<file path="src/rtl/dtts_pkg.sv">
`default_nettype none
// ============================================================================
// dtts_pkg
// Shared types and constants for the timestamp text to seconds converter.
// ============================================================================
package dtts_pkg;

    // Character positions of the fixed record layout
    localparam int unsigned RECORD_LEN   = 22;
    localparam int unsigned POS_W        = 5;
    localparam int unsigned MERIDIEM_POS = 20;

    // Field widths
    localparam int unsigned SMALL_W  = 7;
    localparam int unsigned YEAR_W   = 14;
    localparam int unsigned HMS_W    = 19;
    localparam int unsigned DAYS_W   = 24;
    localparam int unsigned SEC_W    = 39;

    // Calendar constants
    localparam int unsigned BASE_YEAR      = 1990;
    localparam int unsigned LEAPS_TO_BASE  = 482;   // leap years among 1..1989
    localparam int unsigned RECIP_100      = 5243;  // floor(n/100) = (n*5243) >> 19
    localparam int unsigned RECIP_SHIFT    = 19;

    // Depth of the record queue between front and back
    localparam int unsigned RQ_DEPTH = 2;
    localparam int unsigned RQ_PTR_W = (RQ_DEPTH > 1) ? $clog2(RQ_DEPTH) : 1;
    localparam int unsigned RQ_CNT_W = $clog2(RQ_DEPTH + 1);

    // Days before the first of each month, indexed by completed months
    localparam logic [8:0] DAYS_BEFORE_MONTH [13] = '{
        9'd0, 9'd31, 9'd59, 9'd90, 9'd120, 9'd151, 9'd181,
        9'd212, 9'd243, 9'd273, 9'd304, 9'd334, 9'd365
    };

    typedef enum logic [1:0] {
        MER_NONE = 2'd0,
        MER_AM   = 2'd1,
        MER_PM   = 2'd2
    } meridiem_t;

    typedef enum logic [2:0] {
        FLD_NONE,
        FLD_MONTH,
        FLD_DAY,
        FLD_YEAR,
        FLD_HOUR,
        FLD_MINUTE,
        FLD_SECOND
    } field_t;

    typedef enum logic [1:0] {
        REC_OK,
        REC_EMPTY,
        REC_BAD
    } rec_kind_t;

    // One parsed record, hour already adjusted for AM/PM
    typedef struct packed {
        rec_kind_t            kind;
        logic [YEAR_W-1:0]    year;
        logic [SMALL_W-1:0]   month;
        logic [SMALL_W-1:0]   day;
        logic [SMALL_W-1:0]   hour;
        logic [SMALL_W-1:0]   minute;
        logic [SMALL_W-1:0]   second;
    } rec_t;

endpackage
`default_nettype wire

</file>
<file path="src/rtl/dtts_front.sv">
`default_nettype none
// ============================================================================
// dtts_front
// Character parser: tracks the position, gathers the decimal fields, notes
// the AM/PM letter and emits one parsed record on the last character.
// ============================================================================
module dtts_front (
    input  wire logic                clk,
    input  wire logic                rst_n,
    input  wire logic [7:0]          char_code,
    input  wire logic                last_char,
    input  wire logic                accept,
    output dtts_pkg::rec_t           rec,
    output logic                     rec_push
);
    import dtts_pkg::*;

    logic [POS_W-1:0]   pos_reg,    pos_next;
    logic [SMALL_W-1:0] month_reg,  month_next;
    logic [SMALL_W-1:0] day_reg,    day_next;
    logic [YEAR_W-1:0]  year_reg,   year_next;
    logic [SMALL_W-1:0] hour_reg,   hour_next;
    logic [SMALL_W-1:0] minute_reg, minute_next;
    logic [SMALL_W-1:0] second_reg, second_next;
    meridiem_t          mer_reg,    mer_next;
    logic               empty_reg,  empty_next;
    logic               err_reg,    err_next;

    field_t             fld;
    logic               is_digit;
    logic [3:0]         digit;
    logic [SMALL_W-1:0] hour_adj;

    function automatic logic [SMALL_W-1:0] acc7(input logic [SMALL_W-1:0] v,
                                                 input logic [3:0] d);
        logic [SMALL_W+3:0] t;
        t = (SMALL_W+4)'(v) * (SMALL_W+4)'(10) + (SMALL_W+4)'(d);
        return t[SMALL_W-1:0];
    endfunction

    function automatic logic [YEAR_W-1:0] acc14(input logic [YEAR_W-1:0] v,
                                                 input logic [3:0] d);
        logic [YEAR_W+3:0] t;
        t = (YEAR_W+4)'(v) * (YEAR_W+4)'(10) + (YEAR_W+4)'(d);
        return t[YEAR_W-1:0];
    endfunction

    // Classify the current position
    always_comb
    begin
        unique case (pos_reg) inside
            5'd0, 5'd1:               fld = FLD_MONTH;
            5'd3, 5'd4:               fld = FLD_DAY;
            5'd6, 5'd7, 5'd8, 5'd9:   fld = FLD_YEAR;
            5'd11, 5'd12:             fld = FLD_HOUR;
            5'd14, 5'd15:             fld = FLD_MINUTE;
            5'd17, 5'd18:             fld = FLD_SECOND;
            default:                  fld = FLD_NONE;
        endcase
    end

    assign is_digit = (char_code >= 8'h30) && (char_code <= 8'h39);
    assign digit    = char_code[3:0];

    // Gather fields and flags for the current character
    always_comb
    begin
        month_next  = month_reg;
        day_next    = day_reg;
        year_next   = year_reg;
        hour_next   = hour_reg;
        minute_next = minute_reg;
        second_next = second_reg;
        mer_next    = mer_reg;
        empty_next  = empty_reg;
        err_next    = err_reg;

        if ((pos_reg == '0) && (char_code == 8'h00))
        begin
            empty_next = 1'b1;
        end

        if (fld != FLD_NONE && !is_digit)
        begin
            err_next = 1'b1;
        end

        if (is_digit)
        begin
            case (fld)
                FLD_MONTH:  month_next  = acc7(month_reg, digit);
                FLD_DAY:    day_next    = acc7(day_reg, digit);
                FLD_YEAR:   year_next   = acc14(year_reg, digit);
                FLD_HOUR:   hour_next   = acc7(hour_reg, digit);
                FLD_MINUTE: minute_next = acc7(minute_reg, digit);
                FLD_SECOND: second_next = acc7(second_reg, digit);
                default:    ;
            endcase
        end

        if (pos_reg == POS_W'(MERIDIEM_POS))
        begin
            if (char_code == 8'h50 || char_code == 8'h70)
            begin
                mer_next = MER_PM;
            end
            else if (char_code == 8'h41 || char_code == 8'h61)
            begin
                mer_next = MER_AM;
            end
            else
            begin
                mer_next = MER_NONE;
            end
        end

        pos_next = (pos_reg < POS_W'(RECORD_LEN)) ? pos_reg + 1'b1 : pos_reg;
    end

    // Apply the 12-hour clock rule
    always_comb
    begin
        hour_adj = hour_next;
        if (mer_next == MER_PM && hour_next != 7'd12)
        begin
            hour_adj = hour_next + 7'd12;
        end
        else if (mer_next == MER_AM && hour_next == 7'd12)
        begin
            hour_adj = '0;
        end
    end

    // Build the record handed to the queue
    always_comb
    begin
        rec_push   = accept && last_char;
        rec.year   = year_next;
        rec.month  = month_next;
        rec.day    = day_next;
        rec.hour   = hour_adj;
        rec.minute = minute_next;
        rec.second = second_next;
        if (empty_next)
        begin
            rec.kind = REC_EMPTY;
        end
        else if (err_next || pos_next < POS_W'(RECORD_LEN))
        begin
            rec.kind = REC_BAD;
        end
        else
        begin
            rec.kind = REC_OK;
        end
    end

    // Advance on each accepted character, clear after the last one
    always_ff @(posedge clk or negedge rst_n)
    begin
        if (!rst_n)
        begin
            pos_reg    <= '0;
            month_reg  <= '0;
            day_reg    <= '0;
            year_reg   <= '0;
            hour_reg   <= '0;
            minute_reg <= '0;
            second_reg <= '0;
            mer_reg    <= MER_NONE;
            empty_reg  <= 1'b0;
            err_reg    <= 1'b0;
        end
        else if (accept)
        begin
            if (last_char)
            begin
                pos_reg    <= '0;
                month_reg  <= '0;
                day_reg    <= '0;
                year_reg   <= '0;
                hour_reg   <= '0;
                minute_reg <= '0;
                second_reg <= '0;
                mer_reg    <= MER_NONE;
                empty_reg  <= 1'b0;
                err_reg    <= 1'b0;
            end
            else
            begin
                pos_reg    <= pos_next;
                month_reg  <= month_next;
                day_reg    <= day_next;
                year_reg   <= year_next;
                hour_reg   <= hour_next;
                minute_reg <= minute_next;
                second_reg <= second_next;
                mer_reg    <= mer_next;
                empty_reg  <= empty_next;
                err_reg    <= err_next;
            end
        end
    end

    a_pos_bounded: assert property (@(posedge clk) disable iff (!rst_n)
        pos_reg <= POS_W'(RECORD_LEN))
        else $error("character position ran past the record length");

    a_clear_after_last: assert property (@(posedge clk) disable iff (!rst_n)
        rec_push |=> (pos_reg == '0) && !err_reg && !empty_reg)
        else $error("parser state not cleared after the last character");

endmodule
`default_nettype wire

</file>
<file path="src/rtl/dtts_rqueue.sv">
`default_nettype none
// ============================================================================
// dtts_rqueue
// Short record queue that decouples the parser from the date arithmetic.
// ============================================================================
module dtts_rqueue (
    input  wire logic           clk,
    input  wire logic           rst_n,
    input  wire logic           wr_en,
    input  dtts_pkg::rec_t      wr_rec,
    output logic                full,
    output logic                rd_valid,
    input  wire logic           rd_en,
    output dtts_pkg::rec_t      rd_rec
);
    import dtts_pkg::*;

    rec_t                 mem_reg [RQ_DEPTH];
    logic [RQ_PTR_W-1:0]  wr_ptr_reg, wr_ptr_next;
    logic [RQ_PTR_W-1:0]  rd_ptr_reg, rd_ptr_next;
    logic [RQ_CNT_W-1:0]  cnt_reg,    cnt_next;
    logic                 do_wr;
    logic                 do_rd;

    assign full     = (cnt_reg == RQ_CNT_W'(RQ_DEPTH));
    assign rd_valid = (cnt_reg != '0);
    assign do_wr    = wr_en && !full;
    assign do_rd    = rd_en && rd_valid;
    assign rd_rec   = mem_reg[rd_ptr_reg];

    // Advance pointers and occupancy
    always_comb
    begin
        wr_ptr_next = wr_ptr_reg;
        rd_ptr_next = rd_ptr_reg;
        if (do_wr)
        begin
            wr_ptr_next = (wr_ptr_reg == RQ_PTR_W'(RQ_DEPTH - 1)) ? '0 : wr_ptr_reg + 1'b1;
        end
        if (do_rd)
        begin
            rd_ptr_next = (rd_ptr_reg == RQ_PTR_W'(RQ_DEPTH - 1)) ? '0 : rd_ptr_reg + 1'b1;
        end
        cnt_next = cnt_reg + RQ_CNT_W'(do_wr) - RQ_CNT_W'(do_rd);
    end

    always_ff @(posedge clk or negedge rst_n)
    begin
        if (!rst_n)
        begin
            wr_ptr_reg <= '0;
            rd_ptr_reg <= '0;
            cnt_reg    <= '0;
        end
        else
        begin
            wr_ptr_reg <= wr_ptr_next;
            rd_ptr_reg <= rd_ptr_next;
            cnt_reg    <= cnt_next;
        end
    end

    // Store the incoming record
    always_ff @(posedge clk)
    begin
        if (do_wr)
        begin
            mem_reg[wr_ptr_reg] <= wr_rec;
        end
    end

    a_no_overflow: assert property (@(posedge clk) disable iff (!rst_n)
        !(wr_en && full))
        else $error("record dropped: queue full on write");

endmodule
`default_nettype wire

</file>
<file path="src/rtl/dtts_back.sv">
`default_nettype none
// ============================================================================
// dtts_back
// Three-stage date arithmetic: year and month terms, day count, then
// seconds. The last stage doubles as the result register.
// ============================================================================
module dtts_back (
    input  wire logic                     clk,
    input  wire logic                     rst_n,
    input  wire logic                     in_valid,
    input  dtts_pkg::rec_t                in_rec,
    output logic                          in_ready,
    output logic                          out_valid,
    input  wire logic                     out_pop,
    output logic signed [dtts_pkg::SEC_W-1:0] out_seconds,
    output logic                          out_bad
);
    import dtts_pkg::*;

    // Stage valids and ready chain
    logic v1_reg, v2_reg, v3_reg;
    logic rdy1, rdy2, rdy3;

    // Stage 1 values
    logic [YEAR_W-1:0]  ym1;
    logic [26:0]        prod_m1;
    logic [26:0]        prod_y;
    logic [3:0]         done_months;
    logic [HMS_W-1:0]   hms_s1;

    rec_kind_t          kind1_reg;
    logic               after1_reg;
    logic [YEAR_W-1:0]  yoff1_reg;
    logic [YEAR_W-3:0]  ym1q4_reg;
    logic [6:0]         qm1_reg;
    logic [6:0]         qy_reg;
    logic [YEAR_W-1:0]  year1_reg;
    logic [8:0]         mdays1_reg;
    logic               pastfeb1_reg;
    logic [SMALL_W-1:0] day1_reg;
    logic [HMS_W-1:0]   hms1_reg;

    // Stage 2 values
    logic [YEAR_W-1:0]  leaps;
    logic [21:0]        days_year;
    logic               rem0;
    logic               leap;
    logic [DAYS_W-1:0]  days_s2;

    rec_kind_t          kind2_reg;
    logic signed [DAYS_W-1:0] days2_reg;
    logic [HMS_W-1:0]   hms2_reg;

    // Stage 3 values
    logic signed [41:0] days_ext;
    logic signed [41:0] secs_full;
    logic signed [SEC_W-1:0] sec3_reg;
    logic               bad3_reg;

    assign rdy3     = !v3_reg || out_pop;
    assign rdy2     = !v2_reg || rdy3;
    assign rdy1     = !v1_reg || rdy2;
    assign in_ready = rdy1;

    // Stage 1: reciprocal quotients by 100, month term, time of day
    always_comb
    begin
        ym1     = in_rec.year - 1'b1;
        prod_m1 = 27'(ym1) * 27'(RECIP_100);
        prod_y  = 27'(in_rec.year) * 27'(RECIP_100);
        if (in_rec.month <= 7'd1)
        begin
            done_months = 4'd0;
        end
        else if (in_rec.month >= 7'd13)
        begin
            done_months = 4'd12;
        end
        else
        begin
            done_months = 4'(in_rec.month - 7'd1);
        end
        hms_s1 = HMS_W'(in_rec.hour) * HMS_W'(3600)
               + HMS_W'(in_rec.minute) * HMS_W'(60)
               + HMS_W'(in_rec.second);
    end

    always_ff @(posedge clk)
    begin
        if (rdy1 && in_valid)
        begin
            kind1_reg    <= in_rec.kind;
            after1_reg   <= (in_rec.year > YEAR_W'(BASE_YEAR));
            yoff1_reg    <= in_rec.year - YEAR_W'(BASE_YEAR);
            ym1q4_reg    <= ym1[YEAR_W-1:2];
            qm1_reg      <= prod_m1[RECIP_SHIFT+6:RECIP_SHIFT];
            qy_reg       <= prod_y[RECIP_SHIFT+6:RECIP_SHIFT];
            year1_reg    <= in_rec.year;
            mdays1_reg   <= DAYS_BEFORE_MONTH[done_months];
            pastfeb1_reg <= (done_months >= 4'd2);
            day1_reg     <= in_rec.day;
            hms1_reg     <= hms_s1;
        end
    end

    // Stage 2: Gregorian leap terms and the day count
    always_comb
    begin
        leaps = YEAR_W'(ym1q4_reg) - YEAR_W'(qm1_reg) + YEAR_W'(qm1_reg[6:2])
              - YEAR_W'(LEAPS_TO_BASE);
        days_year = after1_reg ? (22'(yoff1_reg) * 22'd365 + 22'(leaps)) : '0;
        rem0 = (year1_reg == YEAR_W'(qy_reg) * YEAR_W'(100));
        leap = rem0 ? (qy_reg[1:0] == 2'b00) : (year1_reg[1:0] == 2'b00);
        days_s2 = DAYS_W'(days_year) + DAYS_W'(mdays1_reg)
                + DAYS_W'(pastfeb1_reg && leap) + DAYS_W'(day1_reg) - DAYS_W'(1);
    end

    always_ff @(posedge clk)
    begin
        if (rdy2 && v1_reg)
        begin
            kind2_reg <= kind1_reg;
            days2_reg <= days_s2;
            hms2_reg  <= hms1_reg;
        end
    end

    // Stage 3: scale days to seconds, zero bad or empty records
    always_comb
    begin
        days_ext  = 42'(days2_reg);
        secs_full = days_ext * 42'sd86400 + $signed(42'(hms2_reg));
    end

    always_ff @(posedge clk)
    begin
        if (rdy3 && v2_reg)
        begin
            sec3_reg <= (kind2_reg == REC_OK) ? secs_full[SEC_W-1:0] : '0;
            bad3_reg <= (kind2_reg == REC_BAD);
        end
    end

    // Advance stage valids
    always_ff @(posedge clk or negedge rst_n)
    begin
        if (!rst_n)
        begin
            v1_reg <= 1'b0;
            v2_reg <= 1'b0;
            v3_reg <= 1'b0;
        end
        else
        begin
            if (rdy1)
            begin
                v1_reg <= in_valid;
            end
            if (rdy2)
            begin
                v2_reg <= v1_reg;
            end
            if (rdy3)
            begin
                v3_reg <= v2_reg;
            end
        end
    end

    assign out_valid   = v3_reg;
    assign out_seconds = sec3_reg;
    assign out_bad     = bad3_reg;

    a_bad_is_zero: assert property (@(posedge clk) disable iff (!rst_n)
        (v3_reg && bad3_reg) |-> (sec3_reg == '0))
        else $error("bad record carries a nonzero time");

    a_stall_holds_mid: assert property (@(posedge clk) disable iff (!rst_n)
        (v2_reg && !rdy2) |=> v2_reg && $stable(days2_reg))
        else $error("stalled day count lost or changed");

endmodule
`default_nettype wire

</file>
<file path="src/rtl/datetime_text_to_seconds_core.sv">
`default_nettype none
// ============================================================================
// datetime_text_to_seconds_core
// Converts "MM/DD/YYYY hh:mm:ss AM" text into seconds since 1990-01-01.
// ============================================================================
// Characters are taken one per cycle whenever full is low; full rises only
// when the two-entry record queue is occupied and the arithmetic pipeline
// cannot drain it. A result for a record reaches the result ports through
// the queue write and then three arithmetic stages, the last of which is
// the result register, and results keep flowing at up to one per cycle
// while pop is held, even for one-character records. Up to five records
// can be held while the result side is not popped. A record whose first
// character is NUL gives 0 with bad_format low; a non-digit in a digit
// position or a record shorter than 22 characters gives 0 with bad_format
// high; characters past position 21 are ignored.
module datetime_text_to_seconds_core (
    input  wire logic                               clk,
    input  wire logic                               rst_n,
    input  wire logic                               push,
    output logic                                    full,
    input  wire logic [7:0]                         char_code,
    input  wire logic                               last_char,
    output logic                                    empty,
    input  wire logic                               pop,
    output logic signed [dtts_pkg::SEC_W-1:0]       seconds_since_base,
    output logic                                    bad_format
);
    import dtts_pkg::*;

    rec_t   front_rec;
    logic   front_push;
    logic   q_full;
    logic   q_valid;
    rec_t   q_rec;
    logic   back_ready;
    logic   back_valid;
    logic   accept;

    assign full   = q_full;
    assign accept = push && !q_full;

    dtts_front u_front (
        .clk       (clk),
        .rst_n     (rst_n),
        .char_code (char_code),
        .last_char (last_char),
        .accept    (accept),
        .rec       (front_rec),
        .rec_push  (front_push)
    );

    dtts_rqueue u_rqueue (
        .clk      (clk),
        .rst_n    (rst_n),
        .wr_en    (front_push),
        .wr_rec   (front_rec),
        .full     (q_full),
        .rd_valid (q_valid),
        .rd_en    (back_ready),
        .rd_rec   (q_rec)
    );

    dtts_back u_back (
        .clk         (clk),
        .rst_n       (rst_n),
        .in_valid    (q_valid),
        .in_rec      (q_rec),
        .in_ready    (back_ready),
        .out_valid   (back_valid),
        .out_pop     (pop),
        .out_seconds (seconds_since_base),
        .out_bad     (bad_format)
    );

    assign empty = !back_valid;

endmodule
`default_nettype wire

</file>
<file path="config.mk">
export PLATFORM = sky130hd
export DESIGN_NAME = datetime_text_to_seconds_core
export DESIGN_NICKNAME = d
export VERILOG_FILES = /design/src/rtl/dtts_pkg.sv /design/src/rtl/dtts_front.sv /design/src/rtl/dtts_rqueue.sv /design/src/rtl/dtts_back.sv /design/src/rtl/datetime_text_to_seconds_core.sv
export SDC_FILE = /design/constraint.sdc
export NUM_CORES = 2
export LEC_CHECK = 0
export BUFFER_PORTS_ARGS = -buffer_cell sky130_fd_sc_hd__buf_2
export CAP_MARGIN = 40
export CORE_ASPECT_RATIO = 0.8
export CORE_UTILIZATION = 67
export CTS_BUF_LIST = sky130_fd_sc_hd__clkbuf_4 sky130_fd_sc_hd__clkbuf_8
export DETAILED_ROUTE_END_ITERATION = 16
export PLACE_DENSITY_LB_ADDON = 0.1
export RECOVER_POWER = 50
export SYNTH_ARGS = -nofsm -noshare
export SYNTH_HDL_FRONTEND = slang
export SYNTH_SLANG_ARGS = --single-unit
</file>
<file path="constraint.sdc">
create_clock -name clk -period 10.01 [get_ports clk]
set_input_delay 1.5015 -clock clk [delete_from_list [all_inputs] [get_ports clk]]
set_output_delay 1.5015 -clock clk [all_outputs]
set_load 0.05 [all_outputs]
</file>
# Word level (Yosys, flattened, before mapping)

Memory sizes are Yosys's and may differ from the RTL's. A register that Yosys moved wholly into a read port is not among the register bits.
Index checks and enable logic that the tools add are counted.

Word-level logic and storage cells: 189
Output and inout port bits: 42
Bits in read-only memories: 144
Memories: 2
Register bits after elaboration: 234
RAM bits: 102
Input bits: 13

Memories:

| name             | words | bits a word | read ports | clocked after memory_dff | wr ports | RTL line          | source |
|---|---|---|---|---|---|---|---|
| (no name shown)  | 16    | 9           | 1          | 1                        | 0        | dtts_back.sv:99   | `mdays1_reg <= DAYS_BEFORE_MONTH[done_months];` |
| u_rqueue.mem_reg | 2     | 51          | 1          | 0                        | 1        | dtts_rqueue.sv:18 | `rec_t mem_reg [RQ_DEPTH];` |

Bitwise operators: 1
Add/sub/neg operators: 26
Equal/unequal tests: 31
Multiplexer cells: 41
Reductions and logical operators: 36
Multipliers: 13
$lt $le $gt $ge: 8

Operators by type and width:

| cell                                                                   | number |
|---|---|
| 7-bit 2-to-1 mux                                                       | 17 |
| 14-bit by 13-bit multiplier with 26-bit output (second input constant) | 2 |
| 14-bit 2-to-1 mux                                                      | 3 |
| 39-bit by 20-bit adder with 39-bit output                              | 1 |
| 7-bit by 4-bit adder with 7-bit output                                 | 5 |
| 7-bit by 3-bit multiplier with 6-bit output (second input constant)    | 5 |
| 8-bit by 7-bit == test with 1-bit output (second input constant)       | 4 |
| 24-bit by 11-bit multiplier with 32-bit output (second input constant) | 1 |
| 5-bit by 4-bit == test with 1-bit output (second input constant)       | 6 |
| 24-bit by 1-bit adder with 24-bit output                               | 1 |
| 24-bit by 7-bit adder with 24-bit output                               | 1 |
| 24-bit by 1-bit subtractor with 24-bit output (second input constant)  | 1 |
| 22-bit by 9-bit adder with 23-bit output                               | 1 |
| 22-bit by 14-bit adder with 22-bit output                              | 1 |
| 14-bit by 9-bit multiplier with 22-bit output (second input constant)  | 1 |
| 22-bit 2-to-1 mux                                                      | 1 |
| 19-bit by 13-bit adder with 19-bit output                              | 1 |
| 19-bit by 7-bit adder with 19-bit output                               | 1 |
| 3-bit case mux with 6 select lines                                     | 1 |
| 5-bit by 3-bit == test with 1-bit output (second input constant)       | 3 |
| 5-bit == test (second input constant)                                  | 3 |
| 7-bit by 8-bit multiplier with 15-bit output (second input constant)   | 1 |
| 14-bit by 4-bit adder with 14-bit output                               | 1 |
| 14-bit by 5-bit adder with 14-bit output                               | 1 |
| 45 further kinds                                                       | 93 |

# Logic depth before layout (Yosys ltp)

Word-level depth: 10
Gate-level depth with buffers: 43
Gate-level depth less buffers: 43

# Cells and area by module

From an unflattened synthesis, not the netlist that was laid out.

Cell total of the unflattened synthesis: 3394
Area, all modules: 35871.9 µm²

By module, submodules not included:

| module                        | area an instance (µm²) | times used | cells an instance | seq. area each (µm²) |
|---|---|---|---|---|
| dtts_back                     | 26256.4                | 1          | 2589              | 5390.2 |
| dtts_front                    | 5506.5                 | 1          | 626               | 1451.4 |
| dtts_rqueue                   | 4091.4                 | 1          | 177               | 3163.0 |
| datetime_text_to_seconds_core | 17.5                   | 1          | 2                 | 0.0 |

# Least setup slack after synthesis

OpenSTA, ideal clock, no wires.

Path kind: flip-flop to flip-flop
Start: register u_rqueue.rd_ptr_reg
End: register u_back.qm1_reg[6] (data pin)
Setup time: 0.260 ns
Stages on the path, launching flop included: 28
Required time: 9.750 ns
Data arrival time: 7.494 ns
Setup slack: 2.256 ns
Clock period less this slack: 7.754 ns
Path buffers: 3
Cells stage by stage: dfrtp_1 clkbuf_1 clkbuf_1 buf_1 mux2i_1 ha_1 and3_1 and3_1 nand2_1 xnor2_1 ha_1 fa_1 inv_1 fa_1 inv_1 fa_1 fa_1 ha_1 a21o_1 a21o_1 a21oi_1 o21ai_0 a21oi_1 nor2_1 a221oi_1 a21oi_1 a21oi_1 xnor2_1

Cells in the longest elaborated chain, start to end: 3

RTL lines:

| item                                           | RTL line          | source |
|---|---|---|
| start, declared                                | dtts_rqueue.sv:20 | `logic [RQ_PTR_W-1:0] rd_ptr_reg, rd_ptr_next;` |
| start signal, assigned                         | dtts_rqueue.sv:58 | `rd_ptr_reg <= rd_ptr_next;` |
| memory 2 x 51 bit                              | -                 |  |
| 14-bit by 1-bit subtractor with 14-bit output  | dtts_back.sv:68   | `ym1 = in_rec.year - 1'b1;` |
| via u_back.ym1[11]                             | dtts_back.sv:25   | `logic [YEAR_W-1:0] ym1;` |
| 14-bit by 13-bit multiplier with 26-bit output | dtts_back.sv:69   | `prod_m1 = 27'(ym1) * 27'(RECIP_100);` |
| via u_back.prod_m1[25]                         | dtts_back.sv:26   | `logic [26:0] prod_m1;` |
| end signal, assigned                           | dtts_back.sv:96   | `qm1_reg <= prod_m1[RECIP_SHIFT+6:RECIP_SHIFT];` |
| end, declared                                  | dtts_back.sv:35   | `logic [6:0] qm1_reg;` |

The timed path passes the listed nets, and every way through them passes these cells.
A chain may end at the register's enable or synchronous reset.

# Worst setup path after layout

Start: register u_back.qm1_reg[0]
End: register u_back.days2_reg[21] (data pin)

Cells in the longest elaborated chain, start to end: 9

RTL lines:

| item                                          | RTL line         | source |
|---|---|---|
| 12-bit by 7-bit subtractor with 13-bit output | dtts_back.sv:109 | `leaps = YEAR_W'(ym1q4_reg) - YEAR_W'(qm1_reg) + YEAR_W'(qm1_reg[6:2])` |
| 14-bit by 5-bit adder with 14-bit output      | dtts_back.sv:109 |  |
| 14-bit by 9-bit subtractor with 14-bit output | dtts_back.sv:110 | `- YEAR_W'(LEAPS_TO_BASE);` |
| 22-bit by 14-bit adder with 22-bit output     | dtts_back.sv:111 | `days_year = after1_reg ? (22'(yoff1_reg) * 22'd365 + 22'(leaps)) : '0;` |
| 22-bit 2-to-1 mux                             | dtts_back.sv:111 |  |
| 22-bit by 9-bit adder with 23-bit output      | dtts_back.sv:114 | `days_s2 = DAYS_W'(days_year) + DAYS_W'(mdays1_reg)` |
| 24-bit by 1-bit adder with 24-bit output      | dtts_back.sv:115 | `+ DAYS_W'(pastfeb1_reg && leap) + DAYS_W'(day1_reg) - DAYS_W'(1);` |
| 24-bit by 7-bit adder with 24-bit output      | dtts_back.sv:115 |  |
| 24-bit by 1-bit subtractor with 24-bit output | dtts_back.sv:115 |  |
| via u_back.days_s2[21]                        | dtts_back.sv:48  | `logic [DAYS_W-1:0] days_s2;` |
| end signal, assigned                          | dtts_back.sv:123 | `days2_reg <= days_s2;` |
| end, declared                                 | dtts_back.sv:51  | `logic signed [DAYS_W-1:0] days2_reg;` |

The timed path passes the listed nets, and every way through them passes these cells.

==> flow_summary.yaml <==
sta:
  tightestPinTransition_ns: 3.55
  rsz0062_at_grt: "false"
  skew_ns: 0.0516
  hold_violations: 0
  timing.fmax_ghz: 0.120
  period_needed_ns: 8.36
  finalSetupViolations: 0
  finalCritPeriodShare_pct: 83.5
  setup_ws_ns: 1.65
  slew_viol_final: 315
  slew_headroom_pct: -137
  fin_setup_tns_ns: 0
worst_setup_path:
  critPathCapture: "u_back.days2_reg[21]"
  startpoint: "u_back.qm1_reg[0]"
  cp_num_buf_inv: 3
  critPathMostFrequentCell: "nor2_1"
  cp-start-kind: "register"
  crit_family: "adder cells"
  cpPeakStageDelay_ns: 0.45
  crit_fanout: 4
  r2r_cells: 37
  crit_slowest_cell: "fa_1"
  setup.worst_path.class: "register to register"
  r2r-end: "u_back.days2_reg[21]"
  cp_num_cells: 37
  arrival_ns: 8.78
  worstPathRequired_ns: 10.43
  crit_path_end_kind: "register"
  r2r_start: "u_back.qm1_reg[0]"
  r2r_slack_ns: 1.65
detailed_routing:
  drt-vias-per-instance: 5.78
  postRouteAntennaNets: 0
  drc_errors: 0
  drt-total-wl_mm: 72.2
  post_drt_wl_per_cell_um: 17.4
  drt_pass1_iterations: 5
  routed-via-count: 23900
  drtIter0Drc: 1342
clock_network:
  clockRootBuffer: "clkbuf_8"
  clock_path_buffers: 3
  cts-buffers-inserted: 58
  cts_max_level: 2
  post_cts_resized: 0
  cts_setup_buffers: 0
  clk_pin_slew_ns: 0.06
  clk_latency_ns: 0.68
  cts_hold_buf: 0
  cts_tree: "yes"
  cts_sinks: 344
synth:
  synth_seq_cells: 344
  synth_edf_count: 279
  synth.avg_cell_area_sq_um: 10.7
  syn-num-nets: 4220
  synth_cell_types: 79
  synthesis.area_sq_um: 35300
  syn_inst: 3309
  ys.flop_type: "edfxtp_1"
  ys_seq_area_share_pct: 28.3
  synth_warnings: 0
  synth-async-reset-ratio_pct: 18.9
die:
  io_pins: 55
  die_w_um: 259
  coreArea_sq_um: 51600
  start_util_pct: 68.5
  die_area_sq_um: 53600
  fp.dieH_um: 207
  fp-row-count: 74
global_route:
  grt_pass1_wl_mm: 120
  grt_usage_pct: 27.5
  overflow: 0
  grt_pass1_vias: 24600
  grt_max_degree: 64
  antenna_found_initial: 0
worst_hold_path:
  hp-class: "register to register"
cells_and_area:
  drive_gt1_share_pct: 5.95
  fin_nets: 4321
  fill_cells: 3696
  syn_to_final_growth_pct: 6.93
  largest_reg_flops: 102
  fin_area_sq_um: 37800
  insertedDiodeCount: 0
  seqCellArea_sq_um: 10000
  multi_input_area_sq_um: 22900
placed_design:
  port_buffers: 54
  place_hpwl_mm: 58.3
  post_dp_cell_area_sq_um: 36600
  gp_congestion: 0.922
  place_ws_ns: 1.73
status:
  failed_checks: "max-capacitance violations, max-slew violations"
  status: "finished with violations"
flow_run:
  drv_cap: 7
-- synthesized netlist by cell type (12+ instances only) --
library cell	number	area share (%)
ha_1	621	22
inv_1	606	6.4
edfxtp_1	279	24
fa_1	277	16
xnor2_1	203	5.0
a21oi_1	154	2.2
nor2_1	145	1.5
nand2_1	102	1.1
o21ai_0	85	1.2
xor2_1	74	1.8
dfrtp_1	65	4.6
a21o_1	60	1.3
mux2_2	54	1.7
nor3_1	47	0.67
a22o_1	45	1.1
nand3_1	36	0.51
mux2i_1	34	0.96
nand2b_1	34	0.60
clkbuf_1	32	0.34
nor2b_1	29	0.51
and2_1	28	0.50
and3_1	19	0.34
o21bai_1	18	0.38
a211oi_1	17	0.36
nand4_1	17	0.30
a31oi_1	16	0.28
nor3b_1	16	0.34
nor4_1	14	0.25
o21a_1	14	0.30
a21boi_0	13	0.28
or2_2	13	0.23
o211ai_1	12	0.26
-- stage by stage --
stage / util (%) / hold slack, ns / instances
floorplan: - / 0.400 / 3309
global placement: 70.7 / 0.404 / 4027
detailed placement: 70.9 / 0.405 / 4034
CTS: 73.6 / 0.419 / 4144
global route: 73.2 / 0.433 / 4144
finish: 73.2 / 0.418 / 4144
-- placed cells by master (no fill, tap or decap), types with 16 or more instances in the layout --
master,count
ha_1,621
inv_1,606
edfxtp_1,279
fa_1,277
xnor2_1,203
a21oi_1,154
nor2_1,145
nand2_1,102
o21ai_0,85
xor2_1,74
clkbuf_8,67
dfrtp_1,65
clkbuf_1,62
a21o_1,60
mux2_2,48
nor3_1,47
a22o_1,45
nand3_1,36
mux2i_1,34
nand2b_1,33
nor2b_1,29
and2_1,19
and3_1,19
o21bai_1,18
nand4_1,17
a211oi_1,17
nor3b_1,16
-- routing by layer --
| metal | global-route usage, % | share of wire [%] | vias to the layer above |
|---|---|---|---|
| met3 | 4.14 | 5.1 | 96 |
| met5 | 0 | 0 | - |
| li1 | - | - | 11500 |
| met4 | 5.88 | 1.6 | 0 |
| met2 | 44.3 | 46 | 504 |
| met1 | 39.5 | 47 | 11800 |
-- logic make-up after synthesis --
family / after synthesis / synth area share, %
xor+xnor: 277 / 6.87
flops: 344 / 28.3
simple gates: 539 / 7.82
compound gates: 515 / 9.63
fa+ha+maj: 898 / 37.7
mux: 89 / 2.75
buf+inv: 647 / 6.89
-- layout make-up --
type	count	area share [%]
multi-input cells	2318	60.6
clock inverters	30	0.954
inverters	607	6.03
repair buffers	81	0.928
clock buffers	80	2.70
flip-flops and latches	344	26.5
well taps	684	2.27
-- worst min-delay path by stage --
stage	slack, ns	cells after the start	endpoint	from
global placement	0.40	0	u_back.hms2_reg[6]	u_back.hms1_reg[6]
floorplan	0.40	0	u_back.hms2_reg[0]	u_back.hms1_reg[0]
finish	0.42	0	u_back.hms2_reg[0]	u_back.hms1_reg[0]
detailed placement	0.40	0	u_back.hms2_reg[0]	u_back.hms1_reg[0]
global route	0.43	0	u_back.hms2_reg[10]	u_back.hms1_reg[10]
CTS	0.42	0	u_back.hms2_reg[0]	u_back.hms1_reg[0]
Power is left out: the tool's default activity adds up to more than one toggle a clock period on the data nets, which glitch-free logic cannot reach.
